$ cat config.mk
export PLATFORM = sky130hd
export DESIGN_NAME = substring_search_case_option
export DESIGN_NICKNAME = d
export VERILOG_FILES = /design/src/design/sscs_pkg.sv /design/src/design/substring_search_case_option.sv /design/src/design/sscs_match.sv
export SDC_FILE = /design/constraint.sdc
export NUM_CORES = 1
export LEC_CHECK = 0
export ABC_CLOCK_PERIOD_IN_PS = 5140
export BUFFER_PORTS_ARGS = -buffer_cell sky130_fd_sc_hd__buf_4
export CORE_MARGIN = 2
export CORE_UTILIZATION = 45
export DETAILED_ROUTE_END_ITERATION = 6
export MAX_ROUTING_LAYER = met4
export SYNTH_ARGS = -nofsm -noshare
export SYNTH_HDL_FRONTEND = slang
export SYNTH_SLANG_ARGS = --single-unit
$ cat constraint.sdc
create_clock -name clock -period 5.14 [get_ports clock]
set_clock_uncertainty 0.15 [all_clocks]
set_input_delay 1.028 -clock clock [delete_from_list [all_inputs] [get_ports clock]]
set_output_delay 1.028 -clock clock [all_outputs]
set_load 0.02 [all_outputs]
$ cat src/design/sscs_pkg.sv
// shared types, constants and helpers for the substring search block
package sscs_pkg;

   localparam int NEEDLE_MAX_DEF   = 8;
   localparam int HAYSTACK_MAX_DEF = 65536;

   localparam int NEEDLE_W   = 64;
   localparam int NEEDLE_LEN_W = 4;
   localparam int POS_W      = 16;
   localparam int CSR_IDX_W  = 2;

   typedef enum logic [CSR_IDX_W-1:0] {
      CSR_NEEDLE_BYTES  = 2'd0,
      CSR_NEEDLE_LENGTH = 2'd1,
      CSR_MATCH_CASE    = 2'd2
   } csr_index_type;

   typedef struct packed {
      logic [7:0] data_byte;
      logic       last_byte;
   } req_type;

   typedef struct packed {
      logic             found;
      logic [POS_W-1:0] match_position;
      logic             overflow;
   } rsp_type;

   // ascii upper case folds to lower case unless exact compare is asked for
   function automatic logic [7:0] fold_byte(input logic [7:0] b, input logic exact);
      logic [7:0] r;
      r = b;
      if (!exact && b >= 8'h41 && b <= 8'h5A) begin
         r = b + 8'h20;
      end
      return r;
   endfunction

endpackage

$ cat src/design/substring_search_case_option.sv
// Streaming first-occurrence substring search with optional ASCII case folding.
//
// The haystack enters one byte per beat on the req_ channel (valid/stall);
// last_byte marks its final byte. Only that final beat produces a response
// on the rsp_ channel: found, start offset of the first match, overflow.
// The needle (up to NEEDLE_MAX bytes), its length and the case mode are set
// through the csr_ write port; the user must write them only while no haystack
// is in flight, which the block does not enforce. csr_ready is always high.
// Configuration survives from one haystack to the next. Throughput is one byte
// per cycle unless a final byte is held: a beat lands in an input register,
// then the shift window is compared against the needle and the search state
// is updated. rsp_valid rises once the final byte enters the response register.
// When the response register is full and rsp_stall is high, an
// input register holding a final byte waits, and req_stall rises; other bytes
// keep flowing. Synchronous reset clears the stream state, empties both
// registers and loads the configuration defaults (empty needle, exact compare).
module substring_search_case_option #(
   parameter int NEEDLE_MAX   = sscs_pkg::NEEDLE_MAX_DEF,
   parameter int HAYSTACK_MAX = sscs_pkg::HAYSTACK_MAX_DEF
) (
   input  logic                            clock,
   input  logic                            reset,
   input  logic                            req_valid,
   output logic                            req_stall,
   input  sscs_pkg::req_type               req_data,
   output logic                            rsp_valid,
   input  logic                            rsp_stall,
   output sscs_pkg::rsp_type               rsp_data,
   input  logic                            csr_valid,
   output logic                            csr_ready,
   input  logic [sscs_pkg::CSR_IDX_W-1:0]  csr_index,
   input  logic [sscs_pkg::NEEDLE_W-1:0]   csr_data
);

   localparam int LEN_W  = $clog2(NEEDLE_MAX + 1);
   localparam int CNT_W  = $clog2(HAYSTACK_MAX + 2);
   localparam int WIDE_W = (CNT_W > sscs_pkg::POS_W) ? CNT_W : sscs_pkg::POS_W;
   localparam logic [CNT_W-1:0] CNT_LIMIT = CNT_W'(HAYSTACK_MAX);
   localparam logic [WIDE_W-1:0] POS_SAT = WIDE_W'({sscs_pkg::POS_W{1'b1}});

   // configuration
   logic [sscs_pkg::NEEDLE_W-1:0]     needle_ff;
   logic [sscs_pkg::NEEDLE_LEN_W-1:0] needle_len_ff;
   logic                              match_case_ff;

   // input register
   sscs_pkg::req_type s1_ff;
   logic              s1_valid_ff;

   // stream state
   logic [NEEDLE_MAX-1:0][7:0] window_ff;
   logic [NEEDLE_MAX-1:0][7:0] window_in;
   logic [CNT_W-1:0]           cnt_ff;
   logic [CNT_W-1:0]           cnt_in;
   logic                       hit_ff;
   logic                       hit_in;
   logic [sscs_pkg::POS_W-1:0] offset_ff;
   logic [sscs_pkg::POS_W-1:0] offset_in;

   // response register
   sscs_pkg::rsp_type rsp_ff;
   sscs_pkg::rsp_type rsp_in;
   logic              rsp_valid_ff;

   logic              advance;
   logic              over;
   logic              win_hit;
   logic [LEN_W-1:0]  used_len;
   logic [WIDE_W-1:0] start_pos;

   assign csr_ready = 1'b1;

   always_ff @(posedge clock) begin
      if (reset) begin
         needle_ff     <= '0;
         needle_len_ff <= '0;
         match_case_ff <= 1'b1;
      end else if (csr_valid && csr_ready) begin
         case (csr_index)
            sscs_pkg::CSR_NEEDLE_BYTES:  needle_ff     <= csr_data;
            sscs_pkg::CSR_NEEDLE_LENGTH: needle_len_ff <= csr_data[sscs_pkg::NEEDLE_LEN_W-1:0];
            sscs_pkg::CSR_MATCH_CASE:    match_case_ff <= csr_data[0];
            default: ;
         endcase
      end
   end

   assign used_len = (needle_len_ff > sscs_pkg::NEEDLE_LEN_W'(NEEDLE_MAX)) ?
                     LEN_W'(NEEDLE_MAX) : LEN_W'(needle_len_ff);

   // a final byte moves on only if the response register can take it
   assign advance   = s1_valid_ff && (!s1_ff.last_byte || !rsp_valid_ff || !rsp_stall);
   assign req_stall = s1_valid_ff && !advance;

   always_ff @(posedge clock) begin
      if (reset) begin
         s1_valid_ff <= 1'b0;
      end else if (!req_stall) begin
         s1_valid_ff <= req_valid;
      end
   end

   always_ff @(posedge clock) begin
      if (req_valid && !req_stall) begin
         s1_ff <= req_data;
      end
   end

   always_comb begin
      window_in[0] = s1_ff.data_byte;
      for (int i = 1; i < NEEDLE_MAX; i++) begin
         window_in[i] = window_ff[i-1];
      end
   end

   sscs_match #(
      .NEEDLE_MAX (NEEDLE_MAX),
      .LEN_W      (LEN_W)
   ) u_match (
      .window     (window_in),
      .needle     (needle_ff),
      .used_len   (used_len),
      .match_case (match_case_ff),
      .hit        (win_hit)
   );

   always_comb begin
      cnt_in    = (cnt_ff <= CNT_LIMIT) ? cnt_ff + CNT_W'(1) : cnt_ff;
      over      = cnt_in > CNT_LIMIT;
      start_pos = WIDE_W'(cnt_in) - WIDE_W'(used_len);
      hit_in    = hit_ff;
      offset_in = offset_ff;
      if (used_len != '0 && !hit_ff && WIDE_W'(cnt_in) >= WIDE_W'(used_len) && win_hit) begin
         hit_in    = 1'b1;
         offset_in = (over || start_pos > POS_SAT) ? '1 : start_pos[sscs_pkg::POS_W-1:0];
      end
      if (used_len == '0) begin
         rsp_in.found          = 1'b1;
         rsp_in.match_position = '0;
      end else begin
         rsp_in.found          = hit_in;
         rsp_in.match_position = hit_in ? offset_in : '0;
      end
      rsp_in.overflow = over;
   end

   always_ff @(posedge clock) begin
      if (reset) begin
         window_ff <= '0;
         cnt_ff    <= '0;
         hit_ff    <= 1'b0;
         offset_ff <= '0;
      end else if (advance) begin
         if (s1_ff.last_byte) begin
            window_ff <= '0;
            cnt_ff    <= '0;
            hit_ff    <= 1'b0;
            offset_ff <= '0;
         end else begin
            window_ff <= window_in;
            cnt_ff    <= cnt_in;
            hit_ff    <= hit_in;
            offset_ff <= offset_in;
         end
      end
   end

   always_ff @(posedge clock) begin
      if (reset) begin
         rsp_valid_ff <= 1'b0;
      end else if (advance && s1_ff.last_byte) begin
         rsp_valid_ff <= 1'b1;
      end else if (!rsp_stall) begin
         rsp_valid_ff <= 1'b0;
      end
   end

   always_ff @(posedge clock) begin
      if (advance && s1_ff.last_byte) begin
         rsp_ff <= rsp_in;
      end
   end

   assign rsp_valid = rsp_valid_ff;
   assign rsp_data  = rsp_ff;

`ifndef NO_ASSERTIONS
   a_stall_needs_full_output: assert property (@(posedge clock) disable iff (reset)
      req_stall |-> (s1_valid_ff && s1_ff.last_byte && rsp_valid_ff))
      else $error("input stalled without a pending final byte and full output");

   a_not_found_zero_pos: assert property (@(posedge clock) disable iff (reset)
      (rsp_valid_ff && !rsp_ff.found) |-> (rsp_ff.match_position == '0))
      else $error("position nonzero on a miss");

   a_hit_sticky: assert property (@(posedge clock) disable iff (reset)
      (hit_ff && !(advance && s1_ff.last_byte)) |=> hit_ff)
      else $error("first-hit flag dropped mid haystack");

   a_cleared_after_last: assert property (@(posedge clock) disable iff (reset)
      (advance && s1_ff.last_byte) |=> (cnt_ff == '0 && !hit_ff && rsp_valid_ff))
      else $error("stream state not cleared after final byte");

   a_count_bound: assert property (@(posedge clock) disable iff (reset)
      cnt_ff <= CNT_LIMIT + CNT_W'(1))
      else $error("byte counter beyond saturation");
`endif

endmodule

$ cat src/design/sscs_match.sv
// window against needle compare for the newest needle_length bytes
module sscs_match #(
   parameter int NEEDLE_MAX = sscs_pkg::NEEDLE_MAX_DEF,
   parameter int LEN_W      = $clog2(NEEDLE_MAX + 1),
   parameter int IDX_W      = (NEEDLE_MAX > 1) ? $clog2(NEEDLE_MAX) : 1
) (
   input  logic [NEEDLE_MAX-1:0][7:0]     window,
   input  logic [sscs_pkg::NEEDLE_W-1:0]  needle,
   input  logic [LEN_W-1:0]               used_len,
   input  logic                           match_case,
   output logic                           hit
);

   logic [IDX_W-1:0] idx;

   // needle byte k lines up with window entry used_len-1-k (entry 0 newest)
   always_comb begin
      hit = 1'b1;
      idx = '0;
      for (int k = 0; k < NEEDLE_MAX; k++) begin
         if (LEN_W'(k) < used_len) begin
            idx = IDX_W'(used_len - LEN_W'(k) - LEN_W'(1));
            if (sscs_pkg::fold_byte(needle[8*k +: 8], match_case) !=
                sscs_pkg::fold_byte(window[idx], match_case)) begin
               hit = 1'b0;
            end
         end
      end
   end

endmodule
## Yosys cells after proc, flatten, opt, wreduce, memory -nomap -nowiden

Index checks and enable logic that the tools add are counted.

| word-level totals | value |
|---|---|
| register bits | 188 |
| word-level logic and storage cells | 248 |

| operators by class | value |
|---|---|
| $add $sub $neg | 32 |
| $lt $le $gt $ge | 53 |
| equal/unequal tests | 11 |
| mux-type cells | 75 |
| bitwise logic cells | 1 |
| reduce and logical (&&, ||, !) cells | 56 |

Operator list:

| operator | count |
|---|---|
| $mux W8 | 40 |
| $bmux W8 S3 | 8 |
| $add A8 B6 Y8 const B | 16 |
| $ge A8 B7 Y1 const B | 16 |
| $le A8 B7 Y1 const B | 16 |
| $ne A8 B8 Y1 | 8 |
| $mux W56 | 1 |
| $mux W16 | 3 |
| $logic_and A1 B1 Y1 | 39 |
| $mux W17 | 2 |
| $lt A3 B4 Y1 const B | 8 |
| $sub A3 B1 Y3 const B | 8 |
| $mux W1 | 20 |
| $add A17 B1 Y17 const B | 1 |
| $ge A17 B4 Y1 | 1 |
| $gt A17 B16 Y1 const B | 1 |
| $gt A17 B17 Y1 const B | 1 |
| $le A17 B17 Y1 const B | 1 |
| $sub A17 B4 Y17 | 1 |
| $lt A3 B4 Y1 const A | 4 |
| $sub A3 B3 Y3 const B | 4 |
| $lt A1 B4 Y1 const A | 2 |
| $lt A2 B4 Y1 const A | 2 |
| $logic_not A1 Y1 | 7 |
| 13 further kinds | 18 |

## Depth between registers and ports, before layout

Gate-level depths: netlist (run 1).

| logic depth | value |
|---|---|
| word-level depth | 31 |
| depth in mapped cells | 24 |

## Cells and area by module

From an unflattened synthesis (run 1), not the netlist that was laid out.

| unflattened totals | value |
|---|---|
| cell total of the unflattened synthesis | 1508 |
| area, all modules | 13798.2 um2 |

By module, submodules not included:

| module | times used | cells an instance | area each (um2) | sequential area each (um2) |
|---|---|---|---|---|
| substring_search_case_option | 1 | 961 | 8246.7 | 4033.9 |
| sscs_match | 1 | 547 | 5551.6 | 0.0 |

## Worst setup path before layout (run 1)

Ideal clock, no wire load.

| path | value |
|---|---|
| path kind | reg2reg |
| start | register needle_len_ff[3] in the netlist's numbering |
| end | register offset_ff[11] in the netlist's numbering |
| library setup time | 0.117 ns |
| arrival | 5.251 ns |
| required time | 4.873 ns |
| path slack | -0.378 ns |
| cell stages (with the launch flop) | 24 |
| period minus slack after synthesis | 5.518 ns |
| cell sequence | dfxtp_1 -> buf_2 -> nor2b_2 -> buf_4 -> inv_4 -> buf_6 -> buf_4 -> ha_1 -> ha_1 -> buf_2 -> inv_1 -> buf_1 -> mux4_2 -> mux2i_1 -> inv_1 -> ha_1 -> a311oi_1 -> or4b_2 -> nor3_1 -> nand3_1 -> or4b_1 -> nor3b_2 -> buf_6 -> a22o_1 |

| on the way | value |
|---|---|
| cells in the longest elaborated chain, start to end | 30 |
| elaborated cells on any way between the ends | 131 |
| classes of those cells | add/sub (23); order compare (27); eq/ne (8); mux (52); reduce/logical (21) |

Ends and longest elaborated chain:

| element | line | source |
|---|---|---|
| start, declared | substring_search_case_option.sv:43 | `logic [sscs_pkg::NEEDLE_LEN_W-1:0] needle_len_ff;` |
| start signal, assigned | substring_search_case_option.sv:81 | `sscs_pkg::CSR_NEEDLE_LENGTH: needle_len_ff <= csr_data[sscs_pkg::NEEDLE_LEN_W-1:0];` |
| $gt A4 B4 Y1 | substring_search_case_option.sv:88 | `assign used_len = (needle_len_ff > sscs_pkg::NEEDLE_LEN_W'(NEEDLE_MAX)) ?` |
| $mux W4 (*) | substring_search_case_option.sv:88 |  |
| parallel branches: the longest is 26 deep, another holds $ge A8 B7 Y1 | n/a |  |
| $mux W16 (*) | substring_search_case_option.sv:133 | `if (used_len != '0 && !hit_ff && WIDE_W'(cnt_in) >= WIDE_W'(used_len) && win_hit) begin` |
| $mux W16 (*) | substring_search_case_option.sv:154 | `if (s1_ff.last_byte) begin` |
| end signal, assigned | substring_search_case_option.sv:163 | `offset_ff <= offset_in;` |
| end, declared | substring_search_case_option.sv:57 | `logic [sscs_pkg::POS_W-1:0] offset_ff;` |

Every way passes the cells marked *. The select of a mux whose other input is x is not followed.
A chain may end at the register's enable or synchronous reset.

## Final worst setup path (run 1)

| path | value |
|---|---|
| start | register needle_len_ff[3] in the netlist's numbering |
| end | register offset_ff[7] in the netlist's numbering |

Same word-level chain as after synthesis.

==> results of run 1 <==
-- final cells by class --
cell class	count	area, um^2
fillers	2671	13880
repair buffers	143	1099
inverters	30	115.1
clock buffers	17	425.4
diodes	1	2.502
well taps	384	480.5
flip-flops and latches	188	4035
clock inverters	15	150.1
multi-input cells	1176	8589
-- flip-flops by register name (all words and copies together) (netlist names) --
name and flops:
match_case_ff 1, s1_valid_ff 1, rsp_data 18, needle_ff 64
hit_ff 1, rsp_valid 1, s1_ff 9, window_ff 56
cnt_ff 17, offset_ff 16, needle_len_ff 4
-- cell families after synthesis --
kind of cell	after synthesis	share of synthesized area
XOR/XNOR	95	0.06423
AO/OA/AOI/OAI	309	0.1461
adder cells (fa/ha/maj)	27	0.02622
flip-flops	188	0.3063
buffers and inverters	135	0.04408
AND/OR/NAND/NOR	581	0.2189
multiplexers	163	0.1938
other	1	0.0002848
-- how the worst max path moves through the flow --
stage                                  to  slack (ps)                     startpoint
2_1_floorplan  offset_ff[11]$_SDFFE_PP0P_           7  needle_len_ff[3]$_SDFFE_PP0P_
3_3_place_gp   offset_ff[11]$_SDFFE_PP0P_         410  needle_len_ff[3]$_SDFFE_PP0P_
3_5_place_dp    offset_ff[7]$_SDFFE_PP0P_         260  needle_len_ff[3]$_SDFFE_PP0P_
4_1_cts         offset_ff[7]$_SDFFE_PP0P_         220  needle_len_ff[0]$_SDFFE_PP0P_
5_1_grt        offset_ff[13]$_SDFFE_PP0P_          60  needle_len_ff[0]$_SDFFE_PP0P_
6_report        offset_ff[7]$_SDFFE_PP0P_         230  needle_len_ff[3]$_SDFFE_PP0P_
-- worst min-delay path, stage by stage (launching register included) --
cell	delay [ps]
dfxtp_1	320
nand2_1	50
a21oi_1	50
-- per-layer routing --
metal	up-vias	GRT usage	wire length, um
li1	5584	-	-
met1	5530	0.3683	17610
met2	445	0.3458	15850
met3	44	0.06245	3422
met4	0	0.07014	693
met5	-	-	0
-- synth_stat cells, drive strengths merged, types with 27 or more instances --
cell / count / area, um^2
a21oi: 154 / 770.7
a22o: 32 / 280.3
buf: 38 / 213.9
clkbuf: 67 / 251.5
dfxtp: 161 / 3223
edfxtp: 27 / 810.8
inv: 29 / 111.4
mux2i: 76 / 773.2
mux4: 71 / 1599
nand2: 257 / 964.7
nand3: 30 / 150.1
nand3b: 63 / 473.0
nor2: 93 / 349.1
nor3: 30 / 150.1
o21ai: 29 / 145.1
xnor2: 55 / 481.7
xor2: 39 / 341.6
-- stage by stage --
step,hold WS (ps),area (um^2)
after global routing,347.6,14900
after detailed placement,311.3,14310
final,320.2,14900
after CTS,321.9,14880
after global placement,308.9,14310
after floorplan,294.3,13200
-- timing repair --
item / 4_1_cts / 5_1_grt
resized for setup: 0 / 1
hold endpoints to repair: 0 / 0
setup endpoints to repair: 0 / 16
-- power groups by stage --
stage	sequential, uW	clock, uW	combinational, uW
finish	1560	1300	534
global route	1560	1390	585
CTS	1560	1330	531
detailed placement	1590	0	529
global placement	1590	0	525
floorplan	1580	0	367
==> results.ini, run 1 <==
[route]
first_pass_iters = 7
vias = 11600
drt_wl_total_mm = 37.58
first_iter_violations = 1007
via_per_inst = 5.938
drc = 0
antenna_left = 0
wire_per_inst_um = 19.23

[layout]
final_common_cell = nand2_1
final_nets = 1663
final_core_util = 0.5176
final_cells = 1954
layout_common_cells = nand2_1 (256), dfxtp_1 (160), a21oi_1 (154), buf_4 (141), nor2_1 (93)
drive_above_1_share = 0.1816
synthToLayoutAreaGrowth_pct = 13.12

[placed_design]
dp.cells = 1920
portBuffers = 99
place.gp.congestion = 0.9680
hpwlAfterDp_mm = 27.77
place_ws_ps = 261.3

[cts]
hold_buffers = 0
clock_latency_ps = 460
clk_path_buf_depth = 2
clock-sinks = 188
cts-root-buf = clkbuf_16
cts-htree-levels = 4
numCtsBuffers = 17
cts_setup_buffers = 0
cts_tree = built
clk_pin_slew_ps = 80

[global_routing]
grt_pass1_vias = 10440
grt_max_degree = 80
grt_pass1_wl_mm = 59.08
track_usage = 0.2529
antenna_found_initial = 1
overflow = 0

[sta]
rsz0062_at_grt = false
tightest_slew_ps = 916.6
period_share = 0.9548
finalWorstSetupSlack_ps = 232.5
fmax_mhz = 203.8
fin_tns_setup_ps = 0
hold_viol = 0
slew_viol_final = 0
setup_violations = 0
period_needed_ps = 4907
maxSlewHeadroom = 0.3889

[hold_path]
hp-start = needle_ff[23]$_SDFFE_PP0P_
hold_path.class = reg -> reg
hold_path_end = needle_ff[23]$_SDFFE_PP0P_
hold_path_depth = 2

[critical_path]
crit_arrival_ps = 5100
startpoint_type = flop
reg2reg_depth = 16
path_cells = nor2b_4, inv_4, ha_1, ha_1, xnor2_2, buf_4, mux4_2, o21a_1, o32ai_1, nor3b_1, nor3_1, o211ai_1, or3_1, or4b_1, nor3b_4, a22o_1
timing.rr.end = offset_ff[7]$_SDFFE_PP0P_
worst-path-buf-inv = 2
cp_top_family = simple AND/OR/NAND/NOR gates
timing.rr.start = needle_len_ff[3]$_SDFFE_PP0P_
critPathCaptureType = flop
required_ps = 5340
worst-path-max-fanout = 16
r2r_setup_slack_ps = 230
critPathMaxStageDelay_ps = 530
crit_slowest_cell = or4b_1
cpMostUsedCell = ha_1
crit_type = reg -> reg
path_depth = 16

[synthesis]
synthCells = 1499
yosysSeqAreaShare = 0.3063
synth_area_um2 = 13170
synth_ff_type = dfxtp_1
postSynthNetCount = 1606
async_flop_share = 0
yosysUniqueCellTypes = 78
syn_avg_cell_area_um2 = 8.785
ys_ff_latch = 188
synth_edf_count = 27
synth_warnings = 0

[power]
p_leak_uw = 0.005615
p_total_uw = 3391
comb_power_share = 0.157
p_int_uw = 2398
p_sw_uw = 993.1
vdd_ir_drop_max_v = 0.0002018
p_seq_frac = 0.460
swShare = 0.2928
power.density_nw_per_um2 = 227.7
pwr-share-clk = 0.383

[outcome]
outcome = finished clean

[die]
die_x_um = 175.1
dieArea_um2 = 30650
initial_core_util = 0.4576
floorplan.rows = 62
fp.coreArea_um2 = 28780
io_pins = 101
chipHeight_um = 175.1

[run]
maxCapViolations = 0

No activity file was read; power rests on OpenSTA's default activity.
==> run 2, diff against run 1 <==
Settings changed: CORE_UTILIZATION 45 to 56, PLACE_DENSITY from default to 0.78.
==> results.ini, run 2 (synthesis results as in run 1) <==
[route]
drc = 1  ; +1
wire_per_inst_um = 19.51  ; +1.5%
antenna_left = 0  ; unchanged
first_iter_violations = 1218  ; +21%
vias = 11860  ; +2.2%
first_pass_iters = 7  ; unchanged
drt_wl_total_mm = 36.82  ; -2.0%
via_per_inst = 6.283  ; +5.8%

[sta]
tightest_slew_ps = 1023  ; +106.7 ps
slew_viol_final = 0  ; unchanged
fin_tns_setup_ps = 0  ; unchanged
period_needed_ps = 4917  ; +9.225 ps
fmax_mhz = 203.4  ; -0.19%
maxSlewHeadroom = 0.3178  ; -0.07111
rsz0062_at_grt = false
hold_viol = 0  ; unchanged
setup_violations = 0  ; unchanged
period_share = 0.9566  ; +0.001795

[cts]
numCtsBuffers = 17  ; unchanged
hold_buffers = 0  ; unchanged
clk_path_buf_depth = 2  ; unchanged
clock_latency_ps = 450  ; about the same
clock-sinks = 188  ; unchanged
cts-htree-levels = 4  ; unchanged
cts_tree = built
clk_pin_slew_ps = 70  ; about the same
cts-root-buf = clkbuf_16

[global_routing]
grt_pass1_wl_mm = 57.45  ; -2.8%
track_usage = 0.3052  ; +0.05233
grt_max_degree = 97  ; +21%
grt_util_met2 = 0.4361  ; +0.09021
antenna_found_initial = 0  ; -1
use_met1 = 0.4253  ; +0.05705
overflow = 0  ; unchanged
gr-max-usage-layer = met2
grt_pass1_vias = 10680  ; +2.3%
grt_util_met3 = 0.06635  ; +0.003909

[layout]
final_common_cell = nand2_1
design_area_um2 = 14800  ; -0.62%
diodes = 0  ; -1
largest_reg_flops = 64  ; unchanged
fillers = 1957  ; -27%
synthToLayoutAreaGrowth_pct = 12.42
layout_common_cells = nand2_1 (256), dfxtp_1 (160), a21oi_1 (154), buf_4 (138), nor2_1 (93)
drive_above_1_share = 0.1805  ; -0.001160
largest_register = needle_ff
final_nets = 1662  ; -0.060%

[placed_design]
portBuffers = 99  ; unchanged
hpwlAfterDp_mm = 26.80  ; -3.5%
place.gp.congestion = 1.011  ; +4.4%
place_area_um2 = 14200  ; -0.76%

[critical_path]
critPathCaptureType = flop
startpoint_type = flop
crit_type = reg -> reg
required_ps = 5320  ; -20 ps
crit_arrival_ps = 5100  ; about the same
worst-path-max-fanout = 16  ; unchanged

[die]
die_x_um = 157.4  ; -10%
chipHeight_um = 157.4  ; -10%
initial_core_util = 0.5661  ; +0.1085
fp.coreArea_um2 = 23260  ; -19%
io_pins = 101  ; unchanged
dieArea_um2 = 24760  ; -19%
floorplan.rows = 56  ; -9.7%

[outcome]
outcome = complete, but fails checks
violations = DRC

[power]
vdd_ir_drop_max_v = 0.0002147  ; +6.4%
p_leak_uw = 0.005590  ; -0.44%
power.density_nw_per_um2 = 228.3  ; +0.28%
p_total_uw = 3380  ; -0.35%

[run]
maxCapViolations = 0  ; unchanged

[hold_path]
hold_path.class = reg -> reg

==> run 2: changes by cell type in the layout (fill, tap and decap cells not counted) <==
| cell | before | now |
|---|---|---|
| buf_6 | 0 | 2 |
| clkinvlp_4 | 1 | 4 |
| clkinv_2 | 2 | 0 |
| inv_6 | 2 | 1 |
| diode_2 | 1 | 0 |
| clkinv_8 | 2 | 1 |
| clkbuf_1 | 0 | 1 |
| buf_4 | 141 | 138 |
==> run 2: layout make-up <==
type                       instances  area [um^2]  share of cell area
clock buffer                      18        429.2             0.02899
clock inverter                    14        133.9            0.009043
inverter                          30        118.9            0.008029
multi-input combinational       1176         8589              0.5802
sequential                       188         4035              0.2726
tap                              319        399.1             0.02696
timing repair buffer             142         1099             0.07421
==> run 2: per-layer routing <==
metal / up-vias / wire [um]
met5: - / 0
met4: 0 / 1118
met3: 78 / 3605
met2: 582 / 15920
met1: 5626 / 16180
li1: 5570 / -
==> run 2: repair_timing <==
action / in CTS / in global routing
buffers inserted: 0 / 1
setup endpoints to repair: 0 / 16
gates resized for setup: 0 / 4
==> run 2: worst max-delay path, cell delays in order (launching register included) <==
cell and delay [ps]:
dfxtp_1 540, nor2b_1 180, buf_4 220, inv_2 260, nor2_1 90, nor4_1 590, buf_4 260, nand2_1 50
a211oi_1 290, nor3_1 120, nor4b_2 280, o211ai_1 170, or3_1 480, or4b_1 520, nor3b_4 170, buf_12 180
a22o_1 230
==> run 2: metrics by stage <==
| step | util | hold WS [ps] | setup slack [ps] | cells |
|---|---|---|---|---|
| finish | 0.6364 | 331.8 | 223.3 | 1887 |
| CTS | 0.6345 | 332.3 | 174.2 | 1885 |
| global route | 0.6364 | 351.2 | 20.14 | 1887 |
| global placement | 0.6103 | 309.2 | 345.7 | 1853 |
| floorplan | - | 294.3 | 6.679 | 1499 |
| detailed placement | 0.6103 | 316.0 | 180.5 | 1853 |
==> run 2: power breakdown <==
part           internal, uW  total (uW)  switching, uW
Combinational           235         539            304
Clock                   641        1280            639
Sequential             1520        1560           42.0
Total                  2390        3380            985
==> run 2: path summary, 6_finish.rpt <==
check                               endpoint  cells after the start  slack, ps                           from
setup / recovery   offset_ff[1]$_SDFFE_PP0P_                     16        220  needle_len_ff[3]$_SDFFE_PP0P_
hold / removal    needle_ff[23]$_SDFFE_PP0P_                      2        330     needle_ff[23]$_SDFFE_PP0P_
setup reg to reg   offset_ff[1]$_SDFFE_PP0P_                     16        220  needle_len_ff[3]$_SDFFE_PP0P_
hold reg to reg   needle_ff[23]$_SDFFE_PP0P_                      2        330     needle_ff[23]$_SDFFE_PP0P_
==> run 3, diff against run 2 <==
Settings changed: ABC_AREA from default to 1.
==> results.ini, run 3 <==
[die]
initial_core_util = 0.5654  ; -0.0006917
die_x_um = 159.8  ; +1.5%
chipHeight_um = 159.8  ; +1.5%
floorplan.rows = 57  ; +1.8%
dieArea_um2 = 25530  ; +3.1%
io_pins = 101  ; unchanged
fp.coreArea_um2 = 24030  ; +3.3%

[synthesis]
synth_warnings = 0  ; unchanged
synth_top_area_frac = 0.2372  ; -0.007572
async_flop_share = 0  ; unchanged
synth_compound_area_frac = 0.09953  ; -0.04660
synth_top_family_by_area = simple AND/OR/NAND/NOR gates
synthSimpleGateAreaFrac = 0.4484  ; +0.2295
yosysUniqueCellTypes = 40  ; -49%
synthAdderAreaFrac = 0.02541  ; -0.0008113
synth_ff_type = dfxtp_1
yosysSeqAreaShare = 0.2968  ; -0.009476
postSynthNetCount = 2401  ; +50%
synthCells = 2294  ; +53%
synthXorXnorAreaFrac = 0.02836  ; -0.03587
synth_area_um2 = 13590  ; +3.2%
ys_ff_latch = 188  ; unchanged
syn_avg_cell_area_um2 = 5.924  ; -33%
synth.most_common_cell = nand2_1
synth_edf_count = 27  ; unchanged
yosysTopAreaCell = dfxtp_1
muxShareOfSynthArea = 0  ; -0.1938
synth_common_cells = nand2_1 (765), nand3_1 (396), inv_1 (238)
ys_top_cells_by_area = dfxtp_1 (24%), nand2_1 (21%), nand3_1 (15%), inv_1 (6.6%), edfxtp_1 (6.0%)

[cts]
clk_path_buf_depth = 2  ; unchanged
ctsResizeCount = 0  ; unchanged
clock_latency_ps = 460  ; about the same
clk_pin_slew_ps = 90  ; +20 ps
cts-htree-levels = 4  ; unchanged
cts_setup_buffers = 0  ; unchanged
clock-sinks = 188  ; unchanged
hold_buffers = 0  ; unchanged
numCtsBuffers = 17  ; unchanged
cts_tree = built
cts-root-buf = clkbuf_16

[power]
power.density_nw_per_um2 = 262.9  ; +15%
p_total_uw = 3970  ; +17%
p_leak_uw = 0.006963  ; +25%
vdd_ir_drop_max_v = 0.0001899  ; -12%

[layout]
largest_register = needle_ff
final_core_util = 0.6284  ; -0.008052
final_nets = 2440  ; +47%
diodes = 0  ; unchanged
fillers = 2250  ; +15%
final_common_cell = nand2_1
layout_common_cells = nand2_1 (765), nand3_1 (396), inv_1 (236), dfxtp_1 (161), nor2_1 (158)
synthToLayoutAreaGrowth_pct = 11.13
largest_reg_flops = 64  ; unchanged
drive_above_1_share = 0.07715  ; -0.1033

[hold_path]
hold_path.class = reg -> reg

[critical_path]
critPathMaxStageDelay_ps = 460  ; -130 ps
crit_arrival_ps = 4790  ; -310 ps
worst-path-buf-inv = 3  ; -1
crit_type = reg -> reg
required_ps = 5180  ; -140 ps
critPathCaptureType = flop
worst-path-max-fanout = 21  ; +5
path_cells = nor2_1, buf_4, ha_1, clkinv_1, nand2_1, nand2_1, nand2_1, inv_1, nand3_1, nand3_1, o21ai_0, nand2_1, nand3_1, nand2_1, nand4_1, nand2_2, nand2_4, nand2_1, nand2_2, nor2_1
cpMostUsedCell = nand2_1
cp_top_family = simple AND/OR/NAND/NOR gates
startpoint_type = flop
crit_slowest_cell = ha_1

[global_routing]
grt_max_degree = 91  ; -6.2%
grt_pass1_wl_mm = 73.81  ; +28%
track_usage = 0.3732  ; +0.06800
overflow = 0  ; unchanged
antenna_found_initial = 0  ; unchanged
grt_pass1_vias = 13830  ; +29%

[placed_design]
hpwlAfterDp_mm = 35.01  ; +31%
portBuffers = 99  ; unchanged
place.gp.congestion = 1.004  ; -0.72%

[outcome]
outcome = finished clean

[sta]
fmax_mhz = 210.5  ; +3.5%
slew_viol_final = 0  ; unchanged
period_share = 0.9240  ; -0.03251
setup_violations = 0  ; unchanged
hold_viol = 0  ; unchanged
period_needed_ps = 4750  ; -167.1 ps
fin_tns_setup_ps = 0  ; unchanged
rsz0062_at_grt = false
tightest_slew_ps = 995.4  ; -27.89 ps
maxSlewHeadroom = 0.3364  ; +0.01859

[run]
maxCapViolations = 0  ; unchanged

[route]
drt_wl_total_mm = 47.12  ; +28%
drc = 0  ; -1
first_pass_iters = 7  ; unchanged
antenna_left = 0  ; unchanged
vias = 15380  ; +30%
wire_per_inst_um = 17.65  ; -9.5%
via_per_inst = 5.758  ; -8.3%
first_iter_violations = 1788  ; +47%

==> run 3: worst register-to-register path: stages, from the launching register on <==
cell      delay [ps]
dfxtp_1          390
nor2_1           300
buf_4            340
ha_1             460
clkinv_1         420
nand2_1          210
nand2_1          110
nand2_1          100
inv_1             50
nand3_1          120
nand3_1          160
o21ai_0          190
nand2_1           70
nand3_1          130
nand2_1          100
nand4_1          230
nand2_2          270
nand2_4          280
nand2_1          100
nand2_2          240
nor2_1            90
==> run 3: kinds of logic after synthesis <==
logic type	count (synthesis)
flip-flops	188
other	1
AO/OA/AOI/OAI	265
XOR/XNOR	44
adder cells (fa/ha/maj)	27
buffers and inverters	348
AND/OR/NAND/NOR	1421
==> run 3: cell type report <==
class	count	area, um^2	share of cell area
inverter	244	918.4	0.06081
tap	324	405.4	0.02684
sequential	188	4034	0.2671
timing repair buffer	124	943.4	0.06247
multi-input combinational	1758	8199	0.5429
clock buffer	18	439.2	0.02908
clock inverter	14	162.7	0.01077
==> run 3: power by group <==
part	total, uW	leakage (uW)	switching [uW]	internal (uW)
registers	1570	0.00155	40.5	1530
clock network	1400	0.000295	729	674
logic	994	0.00512	680	314
==> run 3: worst paths after layout <==
| kind | depth (start not counted) | slack, ps | to | start |
|---|---|---|---|---|
| setup / recovery | 20 | 390 | rsp_data[4]$_SDFFCE_PP0P_ | needle_len_ff[3]$_SDFFE_PP0P_ |
| hold / removal | 2 | 320 | offset_ff[9]$_SDFFE_PP0P_ | offset_ff[9]$_SDFFE_PP0P_ |
| setup reg to reg | 20 | 390 | rsp_data[4]$_SDFFCE_PP0P_ | needle_len_ff[3]$_SDFFE_PP0P_ |
| hold reg to reg | 2 | 320 | offset_ff[9]$_SDFFE_PP0P_ | offset_ff[9]$_SDFFE_PP0P_ |
==> run 3: per-layer routing <==
metal,vias up,share of wire,track usage
met5,-,0,-
met2,692,0.45,0.5895
met1,7020,0.42,0.4713
met4,0,0.055,0.1798
met3,147,0.078,0.05403
li1,7516,-,-
==> run 3: through the flow <==
step	std cells	instance area, um^2	hold slack [ps]	setup WS (ps)
after floorplan	2294	13590	293.2	1032
final	2670	15100	319.9	390.4
after global placement	2638	14500	301.4	585.2
after detailed placement	2638	14500	305.6	508.9
after CTS	2670	15100	318.4	507.3
after global routing	2670	15100	343.1	54.37
